<file path="src/rtl/core/glef_pkg.sv">
// glef_pkg: types, constants and helpers shared by the gray Laplacian edge filter.
// No dependencies; every module of the filter refers to it by scoped names.
package glef_pkg;

  localparam int MAX_WIDTH_DEFAULT = 4096;
  localparam int HEIGHT_LIMIT      = 4096;
  localparam int DIM_MIN           = 3;
  localparam int WIDTH_RESET       = 640;
  localparam int HEIGHT_RESET      = 480;

  localparam int DIM_W      = 13;  // config register width
  localparam int ROW_W      = 13;  // input row counter, reaches HEIGHT_LIMIT
  localparam int OROW_W     = 12;  // output row counter
  localparam int CFG_IDX_W  = 1;
  localparam int QUEUE_DEPTH = 4;

  // floor(x/3) for x <= 765 as (x * 683) >> 11
  localparam int GRAY_SUM_W  = 10;
  localparam int GRAY_RECIP  = 683;
  localparam int GRAY_SHIFT  = 11;
  localparam int GRAY_PROD_W = 20;

  localparam logic KIND_PIXEL = 1'b0;

  localparam logic [CFG_IDX_W-1:0] REG_IMAGE_WIDTH  = 1'b0;
  localparam logic [CFG_IDX_W-1:0] REG_IMAGE_HEIGHT = 1'b1;

  typedef struct packed {
    logic       kind;
    logic [7:0] red;
    logic [7:0] green;
    logic [7:0] blue;
  } pixel_item_t;

  typedef struct packed {
    logic       out_valid;
    logic [7:0] edge_value;
    logic [7:0] gray_value;
    logic       frame_last;
  } result_item_t;

  // what the back end has to do with one word
  typedef struct packed {
    logic write;   // pixel goes into the line stores and the window
    logic emit;    // word yields a frame result
    logic border;  // that result sits on the image border
    logic last;    // that result is the frame's final pixel
  } work_flags_t;

  function automatic int dim_clamp(input logic [DIM_W-1:0] v, input int hi);
    int x;
    x = int'(v);
    if (x < DIM_MIN) x = DIM_MIN;
    if (x > hi) x = hi;
    return x;
  endfunction

endpackage

</file>
<file path="src/rtl/core/glef_front.sv">
// glef_front: takes input words, computes gray, tracks frame position and
// decides per word what the back end does. Uses glef_pkg.
module glef_front #(
  parameter int MAX_WIDTH = glef_pkg::MAX_WIDTH_DEFAULT
) (
  input  logic                             clk,
  input  logic                             rst,
  input  logic                             accept,
  input  glef_pkg::pixel_item_t            item,
  input  logic                             cfg_write,
  input  logic [glef_pkg::CFG_IDX_W-1:0]   cfg_index,
  input  logic [glef_pkg::DIM_W-1:0]       cfg_data,
  output glef_pkg::work_flags_t            flags,
  output logic [7:0]                       gray,
  output logic [$clog2(MAX_WIDTH)-1:0]     col
);

  localparam int ColW  = $clog2(MAX_WIDTH);
  localparam int RowW  = glef_pkg::ROW_W;
  localparam int ORowW = glef_pkg::OROW_W;

  logic [ColW-1:0]  width_m1;
  logic [ORowW-1:0] height_m1;
  logic [ColW-1:0]  in_col;
  logic [RowW-1:0]  in_row;
  logic [ColW-1:0]  out_col;
  logic [ORowW-1:0] out_row;

  logic [glef_pkg::GRAY_SUM_W-1:0]  rgb_sum;
  logic [glef_pkg::GRAY_PROD_W-1:0] gray_prod;
  logic                             is_pixel;
  logic                             frame_open;
  logic                             take;
  logic                             primed;
  logic                             emit;
  logic                             border;
  logic                             last;

  always_comb begin
    rgb_sum   = glef_pkg::GRAY_SUM_W'(item.red) + glef_pkg::GRAY_SUM_W'(item.green)
              + glef_pkg::GRAY_SUM_W'(item.blue);
    gray_prod = glef_pkg::GRAY_PROD_W'(rgb_sum)
              * glef_pkg::GRAY_PROD_W'(glef_pkg::GRAY_RECIP);
    is_pixel   = (item.kind == glef_pkg::KIND_PIXEL);
    frame_open = (in_row <= {1'b0, height_m1});
    take       = is_pixel && frame_open;
    // first result is due once pixel W+1 of the frame arrives
    primed     = (in_row >= RowW'(2)) || ((in_row == RowW'(1)) && (in_col != '0));
    emit       = take ? primed : !frame_open;
    border     = (out_row == '0) || (out_row == height_m1)
              || (out_col == '0) || (out_col == width_m1);
    last       = (out_row == height_m1) && (out_col == width_m1);
    gray       = is_pixel ? gray_prod[glef_pkg::GRAY_SHIFT +: 8] : 8'd0;
    flags      = '{write: take, emit: emit, border: border, last: last};
    col        = in_col;
  end

  always_ff @(posedge clk) begin
    if (rst) begin
      width_m1  <= ColW'(glef_pkg::dim_clamp(glef_pkg::DIM_W'(glef_pkg::WIDTH_RESET),
                                             MAX_WIDTH) - 1);
      height_m1 <= ORowW'(glef_pkg::dim_clamp(glef_pkg::DIM_W'(glef_pkg::HEIGHT_RESET),
                                              glef_pkg::HEIGHT_LIMIT) - 1);
      in_col    <= '0;
      in_row    <= '0;
      out_col   <= '0;
      out_row   <= '0;
    end else if (cfg_write) begin
      if (cfg_index == glef_pkg::REG_IMAGE_WIDTH) begin
        width_m1 <= ColW'(glef_pkg::dim_clamp(cfg_data, MAX_WIDTH) - 1);
      end else if (cfg_index == glef_pkg::REG_IMAGE_HEIGHT) begin
        height_m1 <= ORowW'(glef_pkg::dim_clamp(cfg_data, glef_pkg::HEIGHT_LIMIT) - 1);
      end
      in_col  <= '0;
      in_row  <= '0;
      out_col <= '0;
      out_row <= '0;
    end else if (accept) begin
      if (emit && last) begin
        in_col  <= '0;
        in_row  <= '0;
        out_col <= '0;
        out_row <= '0;
      end else begin
        if (take) begin
          if (in_col == width_m1) begin
            in_col <= '0;
            in_row <= in_row + 1'b1;
          end else begin
            in_col <= in_col + 1'b1;
          end
        end
        if (emit) begin
          if (out_col == width_m1) begin
            out_col <= '0;
            out_row <= out_row + 1'b1;
          end else begin
            out_col <= out_col + 1'b1;
          end
        end
      end
    end
  end

endmodule

</file>
<file path="config.mk">
export PLATFORM = sky130hd
export DESIGN_NAME = glef_front
export DESIGN_NICKNAME = d
export VERILOG_FILES = /design/src/rtl/core/glef_pkg.sv /design/src/rtl/core/glef_front.sv
export SDC_FILE = /design/constraint.sdc
export NUM_CORES = 1
export LEC_CHECK = 0
export BUFFER_PORTS_ARGS = -buffer_cell sky130_fd_sc_hd__buf_2
export CORE_ASPECT_RATIO = 0.7
export CORE_MARGIN = 1
export CORE_UTILIZATION = 50
export CTS_CLUSTER_DIAMETER = 150
export DETAILED_ROUTE_END_ITERATION = 12
export PLACE_DENSITY = 0.69
export SETUP_SLACK_MARGIN = 0.2
export SLEW_MARGIN = 20
export SYNTH_ARGS = -nofsm -noshare
export SYNTH_HDL_FRONTEND = slang
export SYNTH_SLANG_ARGS = --single-unit
</file>
<file path="constraint.sdc">
create_clock -name clk -period 6.4 [get_ports clk]
set_clock_uncertainty 0.05 [all_clocks]
set_input_delay 0 -clock clk [delete_from_list [all_inputs] [get_ports clk]]
set_output_delay 0 -clock clk [all_outputs]
set_load 0.02 [all_outputs]
</file>
==> results.json, run 1 <==
{
  "fin_nets": 1027,
  "synth-seq-cells": 73,
  "crit_path_end_kind": "primary output",
  "cts_sinks": 73,
  "synth_simple_gate_area_share_pct": 19.9,
  "ys_warn_count": 0,
  "syn-num-nets": 975,
  "synthXorXnorAreaFrac_pct": 8.86,
  "worst_slack_ns": 0.383,
  "insertion_delay_ns": 0.35,
  "reg2regPathDepth": 10,
  "clockBufferDepth": 2,
  "firstDrtPassIters": 5,
  "period_minus_slack_ns": 6.02,
  "grt_pass1_vias": 5680,
  "cts_root_buf": "clkbuf_16",
  "core.rowCount": 35,
  "hp-class": "in2reg",
  "setup_violations": 0,
  "worst-r2r-setup-slack_ns": 2.92,
  "wl_met2_um": 7750,
  "fmax_mhz": 166,
  "synth_seq_area_share_pct": 21.1,
  "holdWs_ns": 0.0385,
  "rsz0062_at_grt": "false",
  "synth_fa_ha_area_share_pct": 24.1,
  "h-tree-depth": 3,
  "crit_path_max_incr_delay_ns": 0.55,
  "dpl.hpwl_um": 14500,
  "drive_gt1_share_pct": 15.2,
  "netlist_area_mm2": 0.00692,
  "antenna_found_initial": 0,
  "wl_met1_um": 9170,
  "worst_setup_path_start_kind": "input port",
  "synth.distinct_cells": 66,
  "finalWirelength_um": 18500,
  "n_antenna_cell": 0,
  "crit_arrival_ns": 5.97,
  "hold_depth": 4,
  "crit_slowest_cell": "fa_2",
  "setup_tns_ns": 0,
  "routed-via-count": 6227,
  "start_util_pct": 52.0,
  "cts_inserted_buffers": 9,
  "die_area_mm2": 0.0143,
  "die_h_um": 100,
  "syn_inst": 816,
  "path_delay_family": "adder cells",
  "cts_tree": "yes",
  "synthMuxAreaShare_pct": 2.04,
  "maxCapViolations": 0,
  "routed-wl-met3_um": 1420,
  "synth_edf_count": 0,
  "outcome": "finished, final reports clean",
  "post_drt_via_cell_ratio": 5.89,
  "grt_pass1_wl_um": 29500,
  "gr-usage-all-layers_pct": 26.5,
  "avgRoutedWirePerCell_um": 17.5,
  "synth_compound_area_share_pct": 16.1,
  "postSynth.asyncResetShare_pct": 0,
  "overflow": 0,
  "cp.depth": 31,
  "crit_fanout": 5,
  "syn_to_final_growth_pct": 12.7,
  "hold_viol_final": 0,
  "highest_layer": "met4",
  "critPathBufInv": 11,
  "critical_path_class": "in2out",
  "gp_routability_congestion": 0.906,
  "required_ns": 6.35,
  "critPathMostFrequentCell": "inv_1",
  "relSlewSlack_pct": 27.5,
  "tightest_slew_ns": 1.09,
  "grt_max_degree": 28,
  "coreArea_mm2": 0.0133,
  "synth.avg_cell_area_um2": 8.48,
  "path_clk_slew_ns": 0.06,
  "maxSlewViolCount": 0,
  "io_pins": 67,
  "synth_top_family_by_area": "adder cells",
  "die_x_um": 143,
  "ys.flop_type": "dfxtp_1",
  "dp_slack_ns": 0.129,
  "drc": 0,
  "drt_iter0_drc": 448,
  "ant_nets": 0,
  "port_buffers": 66,
  "period_share_pct": 94.0
}
cell usage in the layout (no fill, tap or decap), drive strengths merged, types with 4 or more instances in the layout:
| master | netlist | final |
|---|---|---|
| dfxtp | 73 | 73 |
| nand4b | 4 | 4 |
| o21ai | 24 | 24 |
| a21o | 7 | 7 |
| a211oi | 11 | 11 |
| o31ai | 12 | 12 |
| o211ai | 8 | 8 |
| o21a | 7 | 7 |
| nand2 | 30 | 30 |
| a21oi | 44 | 44 |
| a21boi | 5 | 5 |
| mux2i | 13 | 13 |
| nor4 | 16 | 16 |
| and3 | 5 | 5 |
| or4 | 10 | 10 |
| fa | 29 | 29 |
| and2 | 4 | 4 |
| inv | 94 | 95 |
| ha | 87 | 87 |
| nor2b | 4 | 4 |
| nand4 | 18 | 18 |
| buf | 16 | 76 |
| nor2 | 73 | 73 |
| xor2 | 46 | 46 |
| nor3 | 14 | 14 |
| or3 | 15 | 15 |
| nand3b | 10 | 10 |
| xnor2 | 24 | 24 |
| nand3 | 41 | 41 |
| a211o | 20 | 20 |
| clkbuf | 20 | 10 |
metal layers:
| metal | GRT usage (%) | up-vias |
|---|---|---|
| met5 | 0 | - |
| met4 | 4.63 | 0 |
| met2 | 38.8 | 243 |
| met1 | 40.2 | 2988 |
| met3 | 5.20 | 14 |
| li1 | - | 2982 |
cell type report:
type	instances	area (um2)
flip-flops and latches	73	1460
multi-input cells	613	5040
repair buffers	77	418
clock buffers	10	229
clock inverters	6	67.6
fillers	1198	5520
inverters	94	353
well taps	185	231
worst paths after layout:
path,to,from
hold / removal,width_m1[3],cfg_data[3]
hold reg to reg,in_row[12],in_row[12]
setup reg to reg,out_row[4],col[1]
setup / recovery,gray[6],item[17]
registers in the layout (all words and copies together), names as in the netlist:
signal,flops
out_col,12
height_m1,12
width_m1,12
col,12
in_row,13
out_row,12
cells by family after synthesis:
logic type                 after synthesis
AOI/OAI and AO/OA                      157
xor gates and xnor gates                70
adders and majority gates              116
buffers and inverters                  130
DFF                                     73
muxes                                   14
and+or+nand+nor                        256
cells in the mapped netlist, drive strengths merged, types with 7 or more instances:
library cell / instances / share of area [%]
nand2: 30 / 1.6
nand4: 18 / 1.6
o31ai: 12 / 1.4
nor3: 14 / 1.0
buf: 16 / 1.8
ha: 87 / 16
nor2: 73 / 4.0
nand3b: 10 / 1.1
a211oi: 11 / 1.3
or4: 10 / 1.1
dfxtp: 73 / 21
a21oi: 44 / 3.2
o21a: 7 / 0.76
fa: 29 / 8.4
o21ai: 24 / 1.7
o211ai: 8 / 1.3
or3: 15 / 1.4
clkbuf: 20 / 1.1
a21o: 7 / 0.76
xor2: 46 / 5.8
nand3: 41 / 3.0
a211o: 20 / 2.5
nor4: 16 / 1.7
mux2i: 13 / 1.9
inv: 94 / 5.1
xnor2: 24 / 3.0
through the flow:
step	util, %	cell area [um2]	cells
2_1_floorplan	-	6930	816
3_3_place_gp	55.2	7340	1038
3_5_place_dp	55.2	7350	1038
4_1_cts	57.6	7670	1055
5_1_grt	58.6	7800	1058
6_report	58.6	7800	1058
what timing repair did:
action | CTS | global route
hold buffers | 1 | 0
endpoints found under the setup margin | 4 | 7
pin swaps | 1 | 17
endpoints found under the hold margin | 2 | 0
resized for setup | 3 | 25
buffers inserted | 0 | 3
worst min-delay path, stage by stage:
cell and delay, ns:
buf_2 0.10, a21oi_1 0.10, nor2_1 0.09, a211o_1 0.10
Power of run 1 is left out: the tool's default activity adds up to more than one toggle a clock period on the data nets, which glitch-free logic cannot reach.
==> run 2, diff against run 1 <==
==> constraint.sdc (replaced) <==
create_clock -name clk -period 6.5 [get_ports clk]
set_clock_uncertainty 0.05 [all_clocks]
set_input_delay 0 -clock clk [delete_from_list [all_inputs] [get_ports clk]]
set_output_delay 0 -clock clk [all_outputs]
set_load 0.02 [all_outputs]
==> run 2 against run 1 <==
  * Largest cell class unchanged
  * Via count fell by 3.8%
  * Final cell count is 0.19% higher
  * Critical path depth did not move
  * Sequential share of layout area is 0.072 points lower
  * Highest routed layer unchanged
  * Flip-flop and latch count unchanged
==> results.json, run 2 (synthesis gave the netlist of run 1 again) <==
{
  "outcome": "finished, final reports clean",
  "grt_pass1_vias": 5264,
  "drc": 0,
  "critPathMostFrequentCell": "inv_1",
  "post_drt_via_cell_ratio": 5.65,
  "grt.busiest_layer": "met1",
  "hold_depth": 4,
  "hp-start": "cfg_data[3]",
  "crit_path_end_kind": "primary output",
  "final_cell_mix": "92 x inv_1, 84 x ha_1, 73 x dfxtp_1",
  "tightest_slew_ns": 0.721,
  "coreArea_mm2": 0.0133,
  "cts_tree": "yes",
  "start_util_pct": 52.0,
  "cts_root_buf": "clkbuf_16",
  "dp_cells": 1040,
  "largest_register_ffs": 13,
  "path_clk_slew_ns": 0.05,
  "finalNonFillerCells": 1060,
  "grt_pass1_wl_um": 27200,
  "drt_iter0_drc": 448,
  "cts_inserted_buffers": 9,
  "finalWirelength_um": 16500,
  "drive_gt1_share_pct": 14.7,
  "avgRoutedWirePerCell_um": 15.6,
  "final-seq-area_mm2": 0.00146,
  "grt_max_degree": 28,
  "dpl.hpwl_um": 13200,
  "h-tree-depth": 3,
  "die_area_mm2": 0.0143,
  "final_common_cell": "inv_1",
  "use_met1_pct": 39.5,
  "crit_fanout": 4,
  "globalRouteMet2Util_pct": 32.1,
  "required_ns": 6.45,
  "critical_path_class": "in2out",
  "r2r_end": "in_row[11]",
  "crit_arrival_ns": 5.92,
  "nFillCells": 1219,
  "fmax_mhz": 167,
  "met3_usage_pct": 4.91,
  "crit_start": "item[1]",
  "maxCapViolations": 0,
  "worst_slack_ns": 0.528,
  "maxSlewViolCount": 0,
  "crit_path_max_incr_delay_ns": 0.54,
  "hold_viol_final": 0,
  "antenna_found_initial": 0,
  "gr-usage-all-layers_pct": 24.2,
  "io_pins": 67,
  "fin_util_pct": 58.8,
  "clockBufferDepth": 2,
  "crit_slowest_cell": "fa_1",
  "r2r-start": "height_m1[7]",
  "dp_slack_ns": 0.187,
  "relSlewSlack_pct": 51.9,
  "setup_violations": 0,
  "overflow": 0,
  "core.rowCount": 35,
  "ant_nets": 0,
  "setup_tns_ns": 0,
  "routed-via-count": 5990,
  "worst-r2r-setup-slack_ns": 3.26,
  "firstDrtPassIters": 5,
  "rsz0062_at_grt": "false",
  "hold_path_end": "width_m1[3]",
  "hp-class": "in2reg",
  "period_share_pct": 91.9,
  "multi_input_area_mm2": 0.00500,
  "n_antenna_cell": 0,
  "period_minus_slack_ns": 5.97,
  "die_x_um": 143,
  "fin_nets": 1029,
  "cts_sinks": 73,
  "gp_routability_congestion": 0.884,
  "top_register": "in_row",
  "port_buffers": 66,
  "insertion_delay_ns": 0.34,
  "worst_setup_path_start_kind": "input port",
  "syn_to_final_growth_pct": 13.1,
  "reg2regPathDepth": 9,
  "die_h_um": 100
}
## run 2: cell count changes in the layout (fill, tap and decap cells not counted), moves of 2 or more
cell       before  now
bufinv_16       1    3
ha_4            4    2
a21oi_2         4    2
buf_4          11   13
a21oi_1        40   42
ha_1           82   84
## run 2: metrics by stage
| stage | hold WS, ns | cell area, um2 |
|---|---|---|
| final | 0.00874 | 7830 |
| after global routing | 0.0349 | 7830 |
| after CTS | 0.00162 | 7710 |
| after detailed placement | 0.273 | 7350 |
| after global placement | 0.267 | 7350 |
| after floorplan | 0.138 | 6920 |
## run 2: cell type report
class                           instances  area share, %
Timing Repair Buffer                   79           5.53
Tap cell                              185           2.96
Sequential cell                        73           18.7
Clock buffer                           11           3.10
Multi-Input combinational cell        613           63.9
Clock inverter                          5           1.31
Inverter                               94           4.51
## run 2: what timing repair did
| action | 4_1_cts | 5_1_grt |
|---|---|---|
| endpoints found under the setup margin | 1 | 6 |
| pin swaps | 0 | 13 |
| resized for setup | 1 | 23 |
| hold buffers | 1 | 0 |
| buffers inserted | 0 | 3 |
| endpoints found under the hold margin | 2 | 0 |
## run 2: worst max-delay path, delay by kind of cell
| family | cells | cell delay (ns) |
|---|---|---|
| fa+ha+maj | 9 | 3.26 |
| compound gates | 5 | 1.16 |
| buf+inv | 11 | 0.85 |
| simple gates | 5 | 0.45 |
| xor+xnor | 1 | 0.20 |
## run 2: worst max path at each step
stage	end	slack, ns	depth (start not counted)
after global routing	gray[5]	0.20	31
after CTS	gray[7]	0.24	31
after floorplan	gray[7]	0.27	29
after global placement	gray[7]	0.34	31
final	gray[6]	0.53	31
after detailed placement	gray[7]	0.19	31
## run 2: per-layer routing
layer	share of wire (%)	wire length (um)	up-vias
li1	-	-	2986
met1	54	8900	2824
met2	39	6460	170
met3	6.4	1050	10
met4	0.59	97	0
met5	0	0	-
Power of run 2 is left out for the same reason.
