File: src/rtl/core/glef_pkg.sv
// glef_pkg: types, constants and helpers shared by the gray Laplacian edge filter.
// No dependencies; every module of the filter refers to it by scoped names.
package glef_pkg;

  localparam int MAX_WIDTH_DEFAULT = 4096;
  localparam int HEIGHT_LIMIT      = 4096;
  localparam int DIM_MIN           = 3;
  localparam int WIDTH_RESET       = 640;
  localparam int HEIGHT_RESET      = 480;

  localparam int DIM_W      = 13;  // config register width
  localparam int ROW_W      = 13;  // input row counter, reaches HEIGHT_LIMIT
  localparam int OROW_W     = 12;  // output row counter
  localparam int CFG_IDX_W  = 1;
  localparam int QUEUE_DEPTH = 4;

  // floor(x/3) for x <= 765 as (x * 683) >> 11
  localparam int GRAY_SUM_W  = 10;
  localparam int GRAY_RECIP  = 683;
  localparam int GRAY_SHIFT  = 11;
  localparam int GRAY_PROD_W = 20;

  localparam logic KIND_PIXEL = 1'b0;

  localparam logic [CFG_IDX_W-1:0] REG_IMAGE_WIDTH  = 1'b0;
  localparam logic [CFG_IDX_W-1:0] REG_IMAGE_HEIGHT = 1'b1;

  typedef struct packed {
    logic       kind;
    logic [7:0] red;
    logic [7:0] green;
    logic [7:0] blue;
  } pixel_item_t;

  typedef struct packed {
    logic       out_valid;
    logic [7:0] edge_value;
    logic [7:0] gray_value;
    logic       frame_last;
  } result_item_t;

  // what the back end has to do with one word
  typedef struct packed {
    logic write;   // pixel goes into the line stores and the window
    logic emit;    // word yields a frame result
    logic border;  // that result sits on the image border
    logic last;    // that result is the frame's final pixel
  } work_flags_t;

  function automatic int dim_clamp(input logic [DIM_W-1:0] v, input int hi);
    int x;
    x = int'(v);
    if (x < DIM_MIN) x = DIM_MIN;
    if (x > hi) x = hi;
    return x;
  endfunction

endpackage

File: src/rtl/core/glef_queue.sv
// glef_queue: small FIFO decoupling the filter front end from the back end.
// Depth from glef_pkg; payload width set by the instantiating module.
module glef_queue #(
  parameter int WIDTH = 8
) (
  input  logic             clk,
  input  logic             rst,
  input  logic             push,
  input  logic [WIDTH-1:0] wdata,
  output logic             full,
  output logic             valid,
  input  logic             pop,
  output logic [WIDTH-1:0] rdata
);

  localparam int Depth = glef_pkg::QUEUE_DEPTH;
  localparam int PtrW  = $clog2(Depth);
  localparam int CntW  = $clog2(Depth + 1);

  logic [WIDTH-1:0] slots [Depth];
  logic [PtrW-1:0]  wr_ptr;
  logic [PtrW-1:0]  rd_ptr;
  logic [CntW-1:0]  count;
  logic             do_push;
  logic             do_pop;

  assign full    = (count == CntW'(Depth));
  assign valid   = (count != '0);
  assign do_push = push && !full;
  assign do_pop  = pop && valid;
  assign rdata   = slots[rd_ptr];

  always_ff @(posedge clk) begin
    if (rst) begin
      wr_ptr <= '0;
      rd_ptr <= '0;
      count  <= '0;
    end else begin
      if (do_push) begin
        wr_ptr <= (wr_ptr == PtrW'(Depth - 1)) ? '0 : wr_ptr + 1'b1;
      end
      if (do_pop) begin
        rd_ptr <= (rd_ptr == PtrW'(Depth - 1)) ? '0 : rd_ptr + 1'b1;
      end
      if (do_push && !do_pop) begin
        count <= count + 1'b1;
      end else if (do_pop && !do_push) begin
        count <= count - 1'b1;
      end
    end
  end

  always_ff @(posedge clk) begin
    if (do_push) begin
      slots[wr_ptr] <= wdata;
    end
  end

endmodule

File: config.mk
export PLATFORM = sky130hd
export DESIGN_NAME = glef_queue
export DESIGN_NICKNAME = d
export VERILOG_FILES = /design/src/rtl/core/glef_pkg.sv /design/src/rtl/core/glef_queue.sv
export SDC_FILE = /design/constraint.sdc
export NUM_CORES = 1
export LEC_CHECK = 0
export BUFFER_PORTS_ARGS = -buffer_cell sky130_fd_sc_hd__buf_2
export CORE_MARGIN = 5
export CORE_UTILIZATION = 55
export CTS_CLUSTER_SIZE = 20
export DETAILED_ROUTE_END_ITERATION = 8
export PLACE_DENSITY = 0.77
export SYNTH_ARGS = -nofsm -noshare
export SYNTH_HDL_FRONTEND = slang
export SYNTH_SLANG_ARGS = --single-unit
File: constraint.sdc
create_clock -name clk -period 2.5 [get_ports clk]
set_input_delay 0.125 -clock clk [delete_from_list [all_inputs] [get_ports clk]]
set_output_delay 0.125 -clock clk [all_outputs]
set_load 0.005 [all_outputs]
==> metrics.yaml, run 1 <==
floorplanning:
  die_h_um: 64.7
  fp.coreArea_um2: 2810
  io-pin-count: 22
  dieWidth_um: 64.7
  row_count: 19
  dieArea_um2: 4190
  initial_core_util: 0.587
grt:
  grt_overflow: 0
  track_usage: 0.145
  grt_first_pass_wirelength_um: 4400
  grt_max_degree: 15
  grt_pass1_vias: 933
  antenna_found_initial: 0
final_layout:
  fin_util: 0.687
  final_common_cell: "edfxtp_1"
  fillers: 193
  drive_gt1_frac: 0.384
  multi_input_area_um2: 462
  mostFrequentLayoutCells: "edfxtp_1, buf_2, dfxtp_1"
  area_growth_syn_to_layout_pct: 17.0
  regArea_um2: 1140
  antennaDiodeCount: 0
  nets: 143
synth:
  synth_cells: 92
  seq_area_frac_synth: 0.692
  synth.distinct_cells: 26
  synth_seq_cells: 41
  synth_nets: 111
  avgSynthCellArea_um2: 17.9
  synth_warnings: 0
  syn_area_um2: 1650
clock_tree:
  clk_latency_ns: 0.35
  numCtsBuffers: 5
  cts_max_level: 2
  cts.sinks: 41
  cts_tree: "built"
  cts.path.max_buffers: 2
  cts_setup_buffers: 0
  clk_pin_slew_worst_paths_ns: 0.12
  clock-root-buffer: "clkbuf_4"
job:
  drv_cap: 0
sta:
  layout_setup_ws_ns: 0.239
  setup_violations: 0
  clock_skew_ns: 0.00893
  period_share: 0.904
  finalSetupTns_ns: 0
  slew_headroom: 0.644
  clock.fmax_mhz: 442
  max_slew.worst_pin.slew_ns: 0.533
  finalHoldViolCount: 0
  hold_slack_ns: 0.0400
  finalMaxSlewViolations: 0
  rsz0062_at_grt: "false"
  min_period_ns: 2.26
routing:
  ant_nets: 0
  vias_per_cell: 5.50
  vias: 858
  dr.pass1.iters: 4
  drc: 0
  wl_per_cell_um: 15.7
  wl_um: 2450
  drtIter0Drc: 46
worst_hold_path:
  hp-class: "input pin to flip-flop"
  whs_path_depth: 2
  hold_path_startpoint: "rst"
critical_path:
  cp_data_arrival_time_ns: 2.55
  r2r-start: "count[0]"
  worstSetupStartpoint: "count[0]"
  cp-start-kind: "flip-flop"
  critPathKind: "flip-flop to flip-flop"
  cp-end-kind: "flip-flop"
  rr_worst_depth: 9
  path_max_fanout: 7
  worst-endpoint-required_ns: 2.79
run_status:
  outcome: "finished clean"
placement:
  port_buffers: 21
  dp_hpwl_um: 1730
  routabilityCongestion: 0.739
  post-place-ws_ns: 0.167
power:
  power.density_nw_per_um2: 888
  leakagePower_nw: 0.728
  ir_drop_v: 0.000624
==> final timing paths <==
path | end | slack [ns]
setup / recovery | count[2] | 0.24
hold / removal | count[2] | 0.04
setup reg to reg | count[2] | 0.24
hold reg to reg | flip-flop | 0.51
==> synthesized netlist by cell type <==
master | instances | area share
clkinv_4 | 1 | 0.0053
buf_1 | 1 | 0.0023
a21oi_1 | 3 | 0.0091
or3_1 | 1 | 0.0038
dfxtp_1 | 9 | 0.11
o21ai_1 | 1 | 0.0030
buf_2 | 1 | 0.0030
o31ai_2 | 2 | 0.015
or3b_1 | 1 | 0.0053
inv_1 | 4 | 0.0091
nor3_1 | 1 | 0.0030
nor2_2 | 1 | 0.0038
nor2_1 | 3 | 0.0068
mux2i_1 | 2 | 0.012
clkbuf_1 | 1 | 0.0023
nand2_1 | 1 | 0.0023
or3_2 | 2 | 0.0091
xor2_1 | 2 | 0.011
ha_1 | 6 | 0.046
nand3_1 | 2 | 0.0061
edfxtp_1 | 32 | 0.58
o21ai_0 | 1 | 0.0030
and3_2 | 4 | 0.018
mux4_2 | 8 | 0.11
fa_1 | 1 | 0.012
buf_6 | 1 | 0.0068
==> critical path, stage by stage, from the launching register on <==
cell      delay [ns]
dfxtp_1         0.46
or3b_4          0.22
clkinv_4        0.06
nor2_2          0.12
ha_1            0.20
inv_1           0.06
fa_1            0.37
xor2_1          0.15
or3_2           0.41
a21oi_1         0.15
==> metal layers <==
layer / part of all wire / vias to the layer above / wire length, µm / track usage
met1: 0.43 / 405 / 1050 / 0.168
met3: 0.062 / 4 / 152 / 0.0570
met2: 0.49 / 29 / 1210 / 0.238
li1: - / 420 / - / -
met5: 0 / - / 0 / 0
met4: 0.016 / 0 / 39 / 0.0633
==> metrics by stage <==
| step | total power [mW] | instances | area [µm²] |
|---|---|---|---|
| after global placement | 1.31 | 140 | 1770 |
| after CTS | 1.72 | 156 | 1930 |
| after floorplan | 1.20 | 92 | 1650 |
| after detailed placement | 1.33 | 140 | 1770 |
| final | 1.71 | 156 | 1930 |
| after global routing | 1.83 | 156 | 1930 |
==> kinds of logic (layout without fill, tap and decap cells) <==
group                      after synthesis  in the layout  share of synthesized area
muxes                                   10             10                      0.121
buffers and inverters                    9             42                     0.0288
DFF                                     41             41                      0.692
and+or+nand+nor                         16             16                     0.0585
adders and majority gates                7              7                     0.0577
xor gates and xnor gates                 2              2                     0.0106
AOI/OAI and AO/OA                        7              7                     0.0304
==> cell type report <==
cell class | count | share of cell area
Inverter | 5 | 0.0123
Multi-Input combinational cell | 42 | 0.239
Tap cell | 31 | 0.0201
Timing Repair Buffer | 29 | 0.0960
Clock buffer | 6 | 0.0324
Sequential cell | 41 | 0.592
Clock inverter | 2 | 0.00779
==> timing repair <==
item,CTS,global route
setup endpoints to repair,0,1
hold buffers,8,0
endpoints found under the hold margin,32,0
resized for setup,0,1
==> registers in the layout, summed over array words and instances, names as in the netlist, named ones only <==
signal,cells
rd_ptr,2
slots,32
wr_ptr,2
count,3
==> report_power, final <==
group	total (mW)	switching (mW)	internal [mW]
registers	0.910	0.0798	0.830
clock network	0.390	0.217	0.173
logic	0.411	0.176	0.235
total	1.71	0.473	1.24
No activity file was read; power rests on OpenSTA's default activity.
==> run 2: changes to the inputs <==
--- a/config.mk
+++ b/config.mk
@@ -11,6 +11,7 @@
 export CTS_CLUSTER_SIZE = 20
 export DETAILED_ROUTE_END_ITERATION = 8
 export PLACE_DENSITY = 0.77
+export REMOVE_ABC_BUFFERS = 1
 export SYNTH_ARGS = -nofsm -noshare
 export SYNTH_HDL_FRONTEND = slang
 export SYNTH_SLANG_ARGS = --single-unit
==> run 2 against run 1 <==
Setup slack lost 0.015 ns; sequential share of layout area grew 0.70 points; non-clock buffer count is the same; final cell count is the same; sequential cell count is the same; utilization shrank 0.80 points; sequential power is essentially flat; critical path depth is the same; final area shrank 1.2%; combinational power is essentially flat; largest power group unchanged.
==> metrics.yaml, run 2 (synthesis gave the netlist of run 1 again) <==
clock_tree:
  cts_tree: "built"
  cts.sinks: 41  # unchanged
  cts.path.max_buffers: 2  # unchanged
  clock-root-buffer: "clkbuf_4"
  clk_latency_ns: 0.34  # about the same
  numCtsBuffers: 5  # unchanged
  cts_max_level: 2  # unchanged
  cts_setup_buffers: 0  # unchanged
  clk_pin_slew_worst_paths_ns: 0.11  # about the same
critical_path:
  cp_data_arrival_time_ns: 2.55  # about the same
  r2r-start: "count[0]"
  cp-start-kind: "flip-flop"
  cp-end-kind: "flip-flop"
  critPathKind: "flip-flop to flip-flop"
  path_max_fanout: 7  # unchanged
  worst-endpoint-required_ns: 2.78  # about the same
  worstSetupStartpoint: "count[0]"
grt:
  grt_overflow: 0  # unchanged
  track_usage: 0.147  # +0.00283
  grt_max_degree: 14  # -1
  grt_pass1_vias: 946  # +1.4%
  antenna_found_initial: 0  # unchanged
  grt_first_pass_wirelength_um: 4370  # -0.48%
sta:
  period_share: 0.910  # +0.00585
  clock_skew_ns: 0.00967  # +0.000732 ns
  slew_headroom: 0.640  # -0.00463
  max_slew.worst_pin.slew_ns: 0.540  # +0.00693 ns
  finalMaxSlewViolations: 0  # unchanged
  finalHoldViolCount: 0  # unchanged
  min_period_ns: 2.28  # +0.0146 ns
  rsz0062_at_grt: "false"
  clock.fmax_mhz: 439  # -0.64%
  setup_violations: 0  # unchanged
  finalSetupTns_ns: 0  # unchanged
final_layout:
  antennaDiodeCount: 0  # unchanged
  nets: 143  # unchanged
  finalInstanceArea_um2: 1910  # -1.2%
  fillers: 213  # +10%
  finalNonFillerCells: 156  # unchanged
  largest_register: "slots"
  mostFrequentLayoutCells: "edfxtp_1, buf_2, dfxtp_1"
  reg.largest.list: "slots (32), count (3)"
  regArea_um2: 1140  # unchanged
  area_growth_syn_to_layout_pct: 15.6
  multi_input_area_um2: 462  # unchanged
  largest_reg_flops: 32  # unchanged
  drive_gt1_frac: 0.384  # unchanged
  final_common_cell: "edfxtp_1"
  fin_util: 0.679  # -0.00803
placement:
  dp_hpwl_um: 1850  # +7.0%
  dp.cells: 140  # unchanged
  routabilityCongestion: 0.721  # -2.5%
  port_buffers: 21  # unchanged
  dpl_cell_area_um2: 1770  # unchanged
routing:
  wl_um: 2580  # +5.3%
  top_layer_used: "met4"
  drtIter0Drc: 49  # +6.5%
  wl_per_cell_um: 16.5  # +5.3%
  ant_nets: 0  # unchanged
  vias: 860  # +0.23%
  drc: 0  # unchanged
  dr_wl_met3_um: 192  # +26%
  dr.pass1.iters: 4  # unchanged
  vias_per_cell: 5.51  # +0.23%
  dr_wl_met2_um: 1350  # +12%
  wl_met1_um: 984  # -6.3%
power:
  power.switching_mw: 0.464  # -2.0%
  intPower_mw: 1.17  # -5.4%
  swShare: 0.284  # +0.00706
  ir_drop_v: 0.000565  # -9.5%
  power_frac_comb: 0.252  # +0.012
  power.density_nw_per_um2: 858  # -3.3%
  clock_power_share: 0.190  # -0.038
  leakagePower_nw: 0.715  # -1.8%
  sequentialPowerShare: 0.558  # +0.026
run_status:
  outcome: "finished clean"
floorplanning:
  dieArea_um2: 4190  # unchanged
  io-pin-count: 22  # unchanged
  die_h_um: 64.7  # unchanged
  dieWidth_um: 64.7  # unchanged
  initial_core_util: 0.587  # unchanged
  fp.coreArea_um2: 2810  # unchanged
  row_count: 19  # unchanged
worst_hold_path:
  hold_path_startpoint: "rst"
  hp-class: "input pin to flip-flop"
job:
  drv_cap: 0  # unchanged
-- run 2: cell count changes in the layout (fill, tap and decap cells not counted), sizes merged --
cell	previous run	this run
clkbuf	6	5
clkinvlp	0	1
clkinv	2	3
inv	5	4
-- run 2: worst paths after layout --
path / endpoint / slack [ns] / depth (start not counted)
min reg2reg: flip-flop / 0.50 / 2
max: count[2] / 0.22 / 9
min: wr_ptr[1] / 0.05 / 2
max reg2reg: count[2] / 0.22 / 9
-- run 2: area by class of cell --
class	instances	share of cell area
clock buffers	5	0.0197
clock inverters	3	0.00919
inverters	5	0.0125
multi-input cells	42	0.242
flip-flops and latches	41	0.599
well taps	31	0.0204
repair buffers	29	0.0972
-- run 2: per-layer routing --
| layer | track usage | vias to the layer above |
|---|---|---|
| li1 | - | 416 |
| met1 | 0.158 | 410 |
| met2 | 0.249 | 28 |
| met3 | 0.0691 | 6 |
| met4 | 0.0633 | 0 |
| met5 | 0 | - |
-- run 2: stage by stage --
stage	power [mW]	hold WS (ns)	setup WS, ns
6_report	1.64	0.0493	0.225
5_1_grt	1.75	0.0285	0.0567
4_1_cts	1.65	0.0339	0.115
3_5_place_dp	1.34	0.345	0.130
3_3_place_gp	1.32	0.335	0.252
2_1_floorplan	1.19	0.194	0.308
-- run 2: power by group through the flow --
stage / sequential, mW / clock, mW / combinational (mW)
4_1_cts: 0.915 / 0.321 / 0.419
3_3_place_gp: 0.924 / 0 / 0.392
3_5_place_dp: 0.931 / 0 / 0.407
5_1_grt: 0.928 / 0.366 / 0.460
2_1_floorplan: 0.907 / 0 / 0.280
6_report: 0.912 / 0.310 / 0.413
-- run 2: repair_timing --
| item | 4_1_cts | 5_1_grt |
|---|---|---|
| hold buffers | 8 | 0 |
| hold endpoints to repair | 32 | 0 |
| endpoints found under the setup margin | 0 | 1 |
| gates resized for setup | 0 | 1 |
-- run 2: worst max-delay path: stages (launching register included) --
cell,delay [ns]
dfxtp_1,0.47
or3b_4,0.23
clkinv_4,0.06
nor2_2,0.12
ha_1,0.20
inv_1,0.06
fa_1,0.38
xor2_1,0.16
or3_2,0.40
a21oi_1,0.14
==> run 3: changes to the inputs <==
--- a/config.mk
+++ b/config.mk
@@ -5,12 +5,13 @@
 export SDC_FILE = /design/constraint.sdc
 export NUM_CORES = 1
 export LEC_CHECK = 0
+export ABC_AREA = 1
 export BUFFER_PORTS_ARGS = -buffer_cell sky130_fd_sc_hd__buf_2
 export CORE_MARGIN = 5
 export CORE_UTILIZATION = 55
 export CTS_CLUSTER_SIZE = 20
 export DETAILED_ROUTE_END_ITERATION = 8
-export PLACE_DENSITY = 0.77
+export PLACE_DENSITY = 0.76
 export REMOVE_ABC_BUFFERS = 1
 export SYNTH_ARGS = -nofsm -noshare
 export SYNTH_HDL_FRONTEND = slang
==> run 3 against run 2 <==
Critical path depth unchanged; clock power about the same; clock skew down 0.0049 ns; sequential share of layout area down 2.4 points; non-clock buffer count up 4; global-route usage up 3.4 points; hold slack better by 0.041 ns; largest power group unchanged; first-iteration DRC count up 10%; combinational power up 49%.
==> metrics.yaml, run 3 <==
run_status:
  outcome: "finished clean"
clock_tree:
  cts_setup_buffers: 0  # unchanged
  clk_pin_slew_worst_paths_ns: 0.11  # about the same
  cts_resized: 0  # unchanged
  clock-root-buffer: "clkbuf_4"
  numCtsBuffers: 5  # unchanged
  cts.sinks: 41  # unchanged
  hold_buffers: 9  # +1
  cts_tree: "built"
  cts_max_level: 2  # unchanged
  clk_latency_ns: 0.34  # about the same
  cts.path.max_buffers: 2  # unchanged
critical_path:
  cp_data_arrival_time_ns: 2.15  # -0.40 ns
  cp-start-kind: "flip-flop"
  r2r_setup_slack_ns: 0.59  # +0.37 ns
  critPathKind: "flip-flop to flip-flop"
  cpLargestDelayFamily: "adder cells"
  path_buf_inv: 2  # unchanged
  slowest_stage: "fa_1"
  path_max_fanout: 7  # unchanged
  crit_path_cell_trace: "nor2_2 -> nand2_2 -> nand2_2 -> inv_1 -> ha_1 -> inv_1 -> fa_1 -> o21ai_0 -> nor2_1"
  cpPeakStageDelay_ns: 0.43  # -0.04 ns
  cp-end-kind: "flip-flop"
  worst-endpoint-required_ns: 2.75  # -0.03 ns
synth:
  synth_top_area_share: 0.565  # -0.0180
  seq_area_frac_synth: 0.671  # -0.0214
  synth_warnings: 0  # unchanged
  netlist_top_cells_count: "edfxtp_1, nor2_1, inv_1"
  avgSynthCellArea_um2: 11.6  # -35%
  synth.distinct_cells: 20  # -23%
  synth_seq_cells: 41  # unchanged
  syn_area_um2: 1700  # +3.2%
  yosys.area.top_type: "edfxtp_1"
  synth_edf_count: 32  # unchanged
  synth_area_leaders: "edfxtp_1, dfxtp_1, nor2_1, ha_1, o21ai_0"
  synth_cells: 146  # +59%
  synthFlopType: "edfxtp_1"
  async_reset_ff_frac: 0  # unchanged
power:
  swShare: 0.348  # +0.0644
  power.density_nw_per_um2: 936  # +9.1%
  leakagePower_nw: 0.808  # +13%
  ir_drop_v: 0.000528  # -6.6%
  power.switching_mw: 0.647  # +39%
  clock_power_share: 0.168  # -0.022
  sequentialPowerShare: 0.500  # -0.058
  power_frac_comb: 0.332  # +0.080
  intPower_mw: 1.21  # +3.4%
grt:
  grt_max_degree: 17  # +3
  grt_overflow: 0  # unchanged
  grt_first_pass_wirelength_um: 5820  # +33%
  track_usage: 0.182  # +0.0344
  antenna_found_initial: 0  # unchanged
  grt_pass1_vias: 1243  # +31%
worst_hold_path:
  hp-class: "input pin to flip-flop"
sta:
  min_period_ns: 1.91  # -0.370 ns
  layout_setup_ws_ns: 0.594  # +0.370 ns
  period_share: 0.762  # -0.148
  max_slew.worst_pin.slew_ns: 0.746  # +0.206 ns
  finalSetupTns_ns: 0  # unchanged
  finalMaxSlewViolations: 0  # unchanged
  slew_headroom: 0.501  # -0.138
  finalHoldViolCount: 0  # unchanged
  setup_violations: 0  # unchanged
  clock.fmax_mhz: 525  # +19%
  clock_skew_ns: 0.00477  # -0.00490 ns
  rsz0062_at_grt: "false"
final_layout:
  nets: 203  # +42%
  antennaDiodeCount: 0  # unchanged
  reg.largest.list: "slots (32), count (3)"
  fin_util: 0.661  # -0.0181
  mostFrequentLayoutCells: "nor2_1, edfxtp_1, buf_2"
  drive_gt1_frac: 0.200  # -0.184
  largest_register: "slots"
  area_growth_syn_to_layout_pct: 16.8
  largest_reg_flops: 32  # unchanged
floorplanning:
  row_count: 20  # +1
  io-pin-count: 22  # unchanged
  fp.coreArea_um2: 3000  # +7.0%
  initial_core_util: 0.566  # -0.0212
  die_h_um: 65.6  # +1.3%
  dieWidth_um: 65.6  # +1.3%
  dieArea_um2: 4300  # +2.7%
routing:
  drtIter0Drc: 54  # +10%
  wl_per_cell_um: 14.9  # -9.5%
  dr.pass1.iters: 4  # unchanged
  vias_per_cell: 5.33  # -3.3%
  wl_um: 3260  # +26%
  vias: 1162  # +35%
  drc: 0  # unchanged
  ant_nets: 0  # unchanged
job:
  drv_cap: 0  # unchanged
placement:
  routabilityCongestion: 0.756  # +4.9%
  port_buffers: 21  # unchanged
  dp_hpwl_um: 2250  # +22%
  post-place-ws_ns: 0.630  # +0.500 ns
==> run 3: cell count changes after synthesis, sizes merged, moves of 2 or more <==
cell / delta
o22ai: +8
nand3b: +2
nor2: +29
o31ai: -2
mux2i: -2
and3: -4
or3: -3
o21ai: +15
inv: +13
mux4: -8
nand2: +13
==> run 3: area by class of cell <==
class / count / area [µm²]
sequential: 41 / 1140
fill: 240 / 1020
multi-input combinational: 86 / 473
timing repair buffer: 33 / 218
inverter: 17 / 63.8
clock buffer: 8 / 48.8
tap: 33 / 41.3
==> run 3: path summary, 6_finish.rpt <==
check	from	endpoint	cells after the start
setup / recovery	count[1]	count[1]	9
hold / removal	push	wr_ptr[1]	4
setup reg to reg	count[1]	count[1]	9
hold reg to reg	rd_ptr[1]	rd_ptr[1]	2
==> run 3: through the flow <==
stage,hold slack [ns],cell area [µm²],total power [mW],std cells
after CTS,0.0825,1990,1.87,218
after floorplan,0.197,1680,1.30,144
final,0.0906,1990,1.86,218
after global routing,0.0895,1990,2.01,218
after global placement,0.296,1850,1.50,201
after detailed placement,0.302,1850,1.55,201
==> run 3: kinds of logic (layout without fill, tap and decap cells) <==
group	after synthesis	after routing	share of synthesized area
AND/OR/NAND/NOR	51	51	0.125
buffers and inverters	19	58	0.0508
AO/OA/AOI/OAI	27	27	0.0920
adder cells (fa/ha/maj)	7	7	0.0559
XOR/XNOR	1	1	0.00515
flip-flops	41	41	0.671
==> run 3: routing by layer <==
metal / routed length, µm / global-route usage / vias up
met1: 1360 / 0.222 / 553
li1: - / - / 573
met5: 0 / 0 / -
met4: 39 / 0.0492 / 0
met3: 158 / 0.0581 / 5
met2: 1700 / 0.310 / 31
==> run 3: worst register-to-register path, stage by stage, from the launching register on <==
cell	delay (ns)
dfxtp_1	0.37
nor2_2	0.18
nand2_2	0.11
nand2_2	0.13
inv_1	0.06
ha_1	0.21
inv_1	0.11
fa_1	0.43
o21ai_0	0.16
nor2_1	0.06
==> run 3: power by group through the flow <==
stage	Clock, mW	Sequential [mW]	Combinational (mW)
finish	0.312	0.929	0.617
global route	0.352	0.944	0.710
CTS	0.314	0.929	0.623
detailed placement	0	0.944	0.608
global placement	0	0.936	0.567
floorplan	0	0.925	0.377
